### config.mk
export PLATFORM = sky130hd
export DESIGN_NAME = rlss_seq
export DESIGN_NICKNAME = d
export VERILOG_FILES = /design/src/rlss_pkg.sv /design/src/rlss_seq.sv
export SDC_FILE = /design/constraint.sdc
export NUM_CORES = 1
export LEC_CHECK = 0
export BUFFER_PORTS_ARGS = -buffer_cell sky130_fd_sc_hd__buf_2
export CORE_MARGIN = 1.5
export CORE_UTILIZATION = 44
export CTS_CLUSTER_SIZE = 25
export DETAILED_ROUTE_END_ITERATION = 8
export PLACE_DENSITY = 0.68
export SLEW_MARGIN = 10
export SYNTH_ARGS = -nofsm -noshare
export SYNTH_HDL_FRONTEND = slang
export SYNTH_SLANG_ARGS = --single-unit
### constraint.sdc
create_clock -name clk -period 7.1 [get_ports clk]
set_input_delay 1.065 -clock clk [delete_from_list [all_inputs] [get_ports clk]]
set_output_delay 1.065 -clock clk [all_outputs]
set_load 0.005 [all_outputs]
### src/rlss_pkg.sv
package rlss_pkg;

  localparam int MAX_LIGHTS_DEF = 256;
  localparam int WORD_W         = 24;
  localparam logic [7:0] BYTE_ZERO = 8'h00;
  localparam logic [7:0] BYTE_FULL = 8'hFF;

  typedef enum logic [1:0] {
    OP_WRITE = 2'd0,
    OP_START = 2'd1,
    OP_SLOT  = 2'd2
  } op_t;

  typedef enum logic [1:0] {
    REG_LIGHT_COUNT = 2'd0,
    REG_RED_LANE    = 2'd1,
    REG_GREEN_LANE  = 2'd2,
    REG_BLUE_LANE   = 2'd3
  } reg_idx_t;

  typedef enum logic [1:0] {
    PH_IDLE,
    PH_HEAD,
    PH_BODY,
    PH_TAIL
  } phase_t;

  typedef enum logic [1:0] {
    ST_CLEAR,
    ST_READY,
    ST_EXEC
  } ctl_state_t;

  typedef struct packed {
    logic start;
    logic step;
  } seq_ctl_t;

  typedef struct packed {
    logic [7:0] data;
    logic       first;
    logic       last;
  } frame_res_t;

  // lane three has no place in the word, so the colour drops out
  function automatic logic [WORD_W-1:0] place_lane(input logic [7:0] colour,
                                                   input logic [1:0] lane);
    logic [WORD_W-1:0] w;
    w = '0;
    case (lane)
      2'd0: w[7:0]   = colour;
      2'd1: w[15:8]  = colour;
      2'd2: w[23:16] = colour;
      default: w = '0;
    endcase
    return w;
  endfunction

endpackage

### src/rlss_seq.sv
module rlss_seq #(
  parameter int MAX_LIGHTS = rlss_pkg::MAX_LIGHTS_DEF,
  localparam int AW = (MAX_LIGHTS > 1) ? $clog2(MAX_LIGHTS) : 1
) (
  input  logic                        clk,
  input  logic                        rst,
  input  rlss_pkg::seq_ctl_t          ctl,
  input  logic [8:0]                  active_count,
  input  logic [rlss_pkg::WORD_W-1:0] word,
  output logic                        busy,
  output logic [AW-1:0]               rd_index,
  output rlss_pkg::frame_res_t        res
);
  import rlss_pkg::*;

  localparam int LW = (AW > 9) ? AW : 9;

  phase_t      phase, phase_next;
  logic [8:0]  light_counter, light_counter_next;
  logic [8:0]  sent_count, sent_count_next;
  logic [1:0]  byte_counter, byte_counter_next;
  logic [5:0]  tail_counter, tail_counter_next;
  logic [5:0]  groups;
  logic [8:0]  light_inc;
  logic [5:0]  tail_inc;
  logic [LW-1:0] lc_wide;

  // four tail bytes per started group of sixteen
  assign groups    = {1'b0, sent_count[8:4]} + 6'(|sent_count[3:0]);
  assign light_inc = light_counter + 9'd1;
  assign tail_inc  = tail_counter + 6'd1;
  assign lc_wide   = LW'(light_counter);
  assign rd_index  = lc_wide[AW-1:0];
  assign busy      = (phase != PH_IDLE);

  always_ff @(posedge clk) begin
    if (rst) begin
      phase         <= PH_IDLE;
      light_counter <= '0;
      sent_count    <= '0;
      byte_counter  <= '0;
      tail_counter  <= '0;
    end else begin
      phase         <= phase_next;
      light_counter <= light_counter_next;
      sent_count    <= sent_count_next;
      byte_counter  <= byte_counter_next;
      tail_counter  <= tail_counter_next;
    end
  end

  always_comb begin
    phase_next         = phase;
    light_counter_next = light_counter;
    sent_count_next    = sent_count;
    byte_counter_next  = byte_counter;
    tail_counter_next  = tail_counter;
    res                = '0;
    case (phase)
      PH_HEAD: begin
        res.data  = BYTE_ZERO;
        res.first = (byte_counter == 2'd0);
        res.last  = (byte_counter == 2'd3) && (sent_count == 9'd0);
        if (ctl.step) begin
          if (byte_counter == 2'd3) begin
            byte_counter_next = '0;
            if (sent_count == 9'd0) begin
              phase_next = PH_IDLE;
            end else begin
              light_counter_next = '0;
              phase_next         = PH_BODY;
            end
          end else begin
            byte_counter_next = byte_counter + 2'd1;
          end
        end
      end
      PH_BODY: begin
        case (byte_counter)
          2'd0:    res.data = BYTE_FULL;
          2'd1:    res.data = word[7:0];
          2'd2:    res.data = word[15:8];
          default: res.data = word[23:16];
        endcase
        if (ctl.step) begin
          if (byte_counter == 2'd3) begin
            byte_counter_next  = '0;
            light_counter_next = light_inc;
            if (light_inc >= sent_count) begin
              tail_counter_next = '0;
              phase_next        = PH_TAIL;
            end
          end else begin
            byte_counter_next = byte_counter + 2'd1;
          end
        end
      end
      PH_TAIL: begin
        res.data = BYTE_FULL;
        res.last = (byte_counter == 2'd3) && (tail_inc >= groups);
        if (ctl.step) begin
          if (byte_counter == 2'd3) begin
            byte_counter_next = '0;
            tail_counter_next = tail_inc;
            if (tail_inc >= groups) begin
              phase_next = PH_IDLE;
            end
          end else begin
            byte_counter_next = byte_counter + 2'd1;
          end
        end
      end
      default: begin
        if (ctl.start) begin
          phase_next         = PH_HEAD;
          sent_count_next    = active_count;
          light_counter_next = '0;
          byte_counter_next  = '0;
          tail_counter_next  = '0;
        end
      end
    endcase
  end

endmodule

==> results.ini, run 1 <==
[logic_synthesis]
synthSimpleGateAreaFrac_pct=23.4
synth_adder_area_share_pct=15.7
synth-main-ff-cell=dfxtp_1
synth_area_um2=2230
ys_warn_count=0
synth-xor-area-share_pct=5.50
ys_seq_area_share_pct=25.2
synth_cells=297
yosys.area.top_type=dfxtp_1
syn_avg_cell_area_um2=7.50
netlist-cell-type-count=41
async_flop_share_pct=0
synth_top_family_by_area=simple AND/OR/NAND/NOR gates
syn_nets=362
synth.top_cell.area_share_pct=25.2
synth_compound_area_share_pct=20.8
netlist_top_cells_area=dfxtp_1 25%, ha_1 16%, a21oi_1 7.9%
synth-edff-count=0
synth.mux.area_fraction_pct=0.898
synth-seq-cells=28

[power]
power.density_nw_per_um2=197
p_leak_nw=1.13
power_frac_comb_pct=44.6
p_seq_share_pct=37.7
swShare_pct=39.6
clockPowerShare_pct=17.7
p_int_uw=297
switchingPower_uw=195
ir_drop_mv=0.133

[routing]
ant_nets=0
drtIter0Drc=125
via_per_inst=5.32
drc=0
first_pass_iters=4
wl_per_cell_um=13.0
vias=2122
wl_um=5210

[layout]
nFillCells=483
multi_input_area_um2=1480
antenna_cells=0
syn_to_final_growth_pct=12.3
drive_above_1_share_pct=17.8
seq_area_um2=561
fin_nets=399

[cts]
hold_buffers=0
clock_latency_ps=280
clockRootBuffer=clkbuf_8
cts_resized=0
htreeDepth=1
post_cts_buffers=0
cts_sinks=28
cts_buffers=3
cts_tree=yes
cts_buffer_depth=2
clk_pin_slew_worst_paths_ps=80

[setup_path]
worst_setup_path_start_kind=register
cpPeakStageDelay_ps=780
crit_slowest_cell=a2111oi_1
worst_ep_arrival_time_ps=3300
crit_required_ps=6030
crit_path_end_kind=output pin
critical_path_class=reg2out
cp_max_fo=5
critical_path.cell_chain=nor4_1, inv_1, ha_1, ha_1, nand3_1, xnor2_1, ha_1, and3_1, a2111oi_1, nor3b_1, buf_2
path_common_cell=ha_1

[grt]
grt_max_degree=30
grt_pass1_wl_um=8630
grt.overflow.total=0
grt_pass1_vias=1925
grt_usage_pct=19.7
antenna_found_initial=0

[die]
die_h_um=74.2
io_pins=56
die_w_um=74.2
die_area_um2=5500
rows=25
coreArea_um2=4790
start_util_pct=46.6

[timing]
grt_setup_unrepaired=no
final_max_slew_viol_count=0
finalHoldViolCount=0
tightestPinTransition_ps=995
fmax_mhz=229
setup_slack_ps=2730
setup_tns_ps=0
period_needed_ps=4370
finalSetupViolations=0
finalCritPeriodShare_pct=61.5
fin_skew_ps=13.7
relSlewSlack_pct=33.3

[placed_design]
hpwl_um=3900
pre_cts_slack_ps=3030
gp_congestion=0.790
io_buffers=55

[outcome]
status=completed

[min_path]
hold_class=reg2reg

[flow_run]
drv_cap=0

-- final timing paths --
check	slack, ps	startpoint	endpoint	cells after the start
worst max-delay path	2730	sent_count[0]	res[0]	11
worst max register to register	3830	lc_wide[0]	tail_counter[1]	10
worst min-delay path	480	sent_count[2]	sent_count[2]	2
worst min register to register	480	sent_count[2]	sent_count[2]	2
-- kinds of logic (layout without fill, tap and decap cells) --
family,Yosys count,in the layout
and+or+nand+nor,107,107
buffers and inverters,40,75
AOI/OAI and AO/OA,78,78
adders and majority gates,28,28
DFF,28,28
xor gates and xnor gates,14,14
muxes,2,2
-- final cells by class --
| type | count | share of cell area [%] |
|---|---|---|
| inverter | 17 | 2.55 |
| sequential | 28 | 22.4 |
| tap | 67 | 3.35 |
| multi-input combinational | 229 | 59.1 |
| timing repair buffer | 55 | 11.0 |
| clock buffer | 3 | 1.65 |
-- power groups by stage --
stage	sequential, mW	clock [mW]	combinational (mW)
after global placement	0.188	0	0.213
after detailed placement	0.189	0	0.218
final	0.185	0.0873	0.219
after CTS	0.185	0.0900	0.220
after global routing	0.188	0.0967	0.251
after floorplan	0.185	0	0.161
-- worst max-delay path: cells and delay by family, from the launching register on --
kind	cells	cell delay, ps
simple gates	4	870
compound gates	1	780
fa+ha+maj	3	670
flops	1	330
buf+inv	2	260
xor+xnor	1	120
-- cells in the final DEF (no fill, tap or decap), drive strengths merged, types with 6 or more instances in the layout --
| cell type | instances |
|---|---|
| nand2 | 36 |
| o21ai | 20 |
| buf | 55 |
| dfxtp | 28 |
| nand3 | 12 |
| nor3 | 6 |
| a21oi | 35 |
| a221oi | 8 |
| ha | 28 |
| xnor2 | 7 |
| inv | 17 |
| xor2 | 7 |
| nor2 | 22 |
-- state kept, by name, indices dropped and copies added, names as in the netlist, named ones only --
register and count:
lc_wide 9, sent_count 9, tail_counter 6, byte_counter 2, phase 1
-- stage by stage --
stage	hold WS (ps)	instance area, um^2	power [mW]	utilization (%)	std cells
3_5_place_dp	470	2460	0.407	51.4	396
4_1_cts	482	2500	0.495	52.3	399
2_1_floorplan	449	2230	0.347	-	297
5_1_grt	507	2500	0.536	52.3	399
3_3_place_gp	467	2460	0.402	51.4	396
6_report	482	2500	0.492	52.3	399
-- layer usage --
metal | GRT usage [%] | routed length, um | up-vias
met4 | 3.29 | 34 | 0
met3 | 3.66 | 251 | 4
met1 | 28.0 | 2660 | 948
met2 | 31.6 | 2260 | 56
li1 | - | - | 1114
met5 | 0 | 0 | -
-- synth_stat cells, types with 3 or more instances --
master,n
inv_1,17
a221oi_1,8
a211oi_1,3
clkbuf_1,11
nor2_1,22
nand4_1,4
dfxtp_1,28
nand3_1,12
o21ai_0,20
xor2_1,7
nor2b_1,5
buf_4,8
nand3b_1,5
nand2_1,36
nor3_1,6
xnor2_1,7
and2_1,3
ha_1,28
or4_1,3
a21oi_1,35
Power figures use the tool's default switching activity.
==> run 2: changes to the inputs <==
==> constraint.sdc (replaced) <==
create_clock -name clk -period 4.2 [get_ports clk]
set_input_delay 0.63 -clock clk [delete_from_list [all_inputs] [get_ports clk]]
set_output_delay 0.63 -clock clk [all_outputs]
set_load 0.005 [all_outputs]
==> run 2 against run 1 <==
Effect of this change:
- utilization grew 0.60 points
- critical path depth increased by 1
- wire length grew 1.6%
- via count is 1.5% higher
- critical endpoint unchanged
- largest cell class unchanged
==> results.ini, run 2 (synthesis results as in run 1) <==
[timing]
finalSetupViolations=0  ; unchanged
fmax_mhz=272
relSlewSlack_pct=44.9  ; was 33.3%
setup_tns_ps=0  ; unchanged
finalCritPeriodShare_pct=87.5
fin_skew_ps=9.36  ; was 13.7 ps
tightestPinTransition_ps=825  ; was 995 ps
period_needed_ps=3670
setup_slack_ps=526  ; was 2730 ps
final_max_slew_viol_count=0  ; unchanged
finalHoldViolCount=0  ; unchanged
grt_setup_unrepaired=no  ; unchanged

[cts]
post_cts_buffers=0  ; unchanged
cts_buffer_depth=2  ; unchanged
cts_resized=0  ; unchanged
cts_tree=yes  ; unchanged
clk_pin_slew_worst_paths_ps=90  ; was 80 ps
clockRootBuffer=clkbuf_8  ; unchanged
cts_buffers=3  ; unchanged
cts_sinks=28  ; unchanged
hold_buffers=0  ; unchanged
clock_latency_ps=280  ; about the same
htreeDepth=1  ; unchanged

[layout]
final_common_cell=buf_2  ; unchanged
fin_nets=401  ; was 399
syn_to_final_growth_pct=13.6  ; was 12.3%
antenna_cells=0  ; unchanged
nFillCells=481  ; was 483
final_cell_mix=55 x buf_2, 36 x nand2_1, 35 x a21oi_1, 28 x ha_1, 28 x dfxtp_1  ; unchanged
drive_above_1_share_pct=18.5  ; was 17.8%

[setup_path]
critical_path.cell_chain=nor4_1, inv_1, ha_1, ha_1, nand3_1, xnor2_1, ha_1, and3_1, a2111oi_1, buf_4, nor3b_1, buf_2  ; was nor4_1, inv_1, ha_1, ha_1, nand3_1, xnor2_1, ha_1, and3_1, a2111oi_1, nor3b_1, buf_2
crit_required_ps=3570  ; was 6030 ps
worst_ep_arrival_time_ps=3040  ; was 3300 ps
path_delay_family=simple AND/OR/NAND/NOR gates  ; unchanged
cp_num_buf_inv=3  ; was 2
crit_start=sent_count[0]  ; unchanged
cpPeakStageDelay_ps=500  ; was 780 ps
cp_max_fo=5  ; unchanged
r2r-start=lc_wide[0]  ; unchanged
crit_path_end_kind=output pin  ; unchanged
critical_path_class=reg2out  ; unchanged
path_common_cell=ha_1  ; unchanged
worst_setup_path_start_kind=register  ; unchanged
crit_slowest_cell=nor4_1  ; was a2111oi_1

[die]
die_h_um=74.2  ; unchanged
die_area_um2=5500  ; unchanged
rows=25  ; unchanged
die_w_um=74.2  ; unchanged
start_util_pct=46.6  ; unchanged
coreArea_um2=4790  ; unchanged
io_pins=56  ; unchanged

[routing]
drtIter0Drc=91  ; was 125
via_per_inst=5.36  ; was 5.32
drc=0  ; unchanged
ant_nets=0  ; unchanged
wl_um=5290  ; was 5210 um
wl_per_cell_um=13.2  ; was 13.0 um
first_pass_iters=4  ; unchanged
vias=2153  ; was 2,122

[grt]
grt_max_degree=30  ; unchanged
grt_pass1_vias=1914  ; was 1,925
grt.overflow.total=0  ; unchanged
grt_usage_pct=19.4  ; was 19.7%
antenna_found_initial=0  ; unchanged
grt_pass1_wl_um=8560  ; was 8630 um

[min_path]
hold_class=reg2reg  ; unchanged
hp-start=sent_count[0]  ; was sent_count[2]

[placed_design]
hpwl_um=3950  ; was 3900 um
pre_cts_slack_ps=831  ; was 3030 ps
io_buffers=55  ; unchanged
gp_congestion=0.791  ; was 0.790

[outcome]
status=completed  ; unchanged

[power]
ir_drop_mv=0.210  ; was 0.133 mV
total_power_uw=857  ; was 492 uW
p_leak_nw=1.14  ; was 1.13 nW
power.density_nw_per_um2=338  ; was 197 nW/um^2

[flow_run]
drv_cap=0  ; unchanged

run 2: cell types whose count changed in the layout (fill, tap and decap cells not counted), sizes merged:
cell / delta
buf: +2
clkbuf: +1
run 2: tightest hold or removal path, stage by stage (launching register included):
cell,delay (ps)
dfxtp_1,340
nand2_1,60
a21oi_1,50
run 2: final cells by class:
class                      instances  area, um^2  share of cell area, %
multi-input combinational        229        1480                   58.4
sequential                        28         561                   22.1
timing repair buffer              57         290                   11.5
tap                               67        83.8                   3.31
inverter                          17        63.8                   2.52
clock buffer                       4        55.1                   2.17
run 2: layer usage:
metal	share of wire (%)	vias up	global-route usage, %
met5	0	-	0
met4	0.36	0	3.09
met3	4.3	2	3.52
met2	44	56	31.3
met1	52	978	27.6
li1	-	1117	-
run 2: where the power goes:
part / switching (mW) / internal, mW / leakage (nW) / total [mW]
clock: 0.0876 / 0.0841 / 0.0288 / 0.172
sequential: 0.0246 / 0.289 / 0.227 / 0.314
combinational: 0.221 / 0.150 / 0.888 / 0.371
total: 0.333 / 0.523 / 1.14 / 0.857
run 2: final timing paths:
| kind | end | slack [ps] | cells after the start |
|---|---|---|---|
| worst max-delay path | res[0] | 530 | 12 |
| worst min-delay path | sent_count[0] | 480 | 2 |
| worst min register to register | sent_count[0] | 480 | 2 |
| worst max register to register | tail_counter[2] | 1230 | 11 |
run 2: stage by stage:
stage          cells  instance area (um^2)  util [%]  hold slack (ps)
4_1_cts          402                  2530      52.9              485
3_5_place_dp     398                  2480      51.7              472
2_1_floorplan    297                  2230         -              449
3_3_place_gp     398                  2480      51.7              465
5_1_grt          402                  2530      52.9              505
6_report         402                  2530      52.9              483
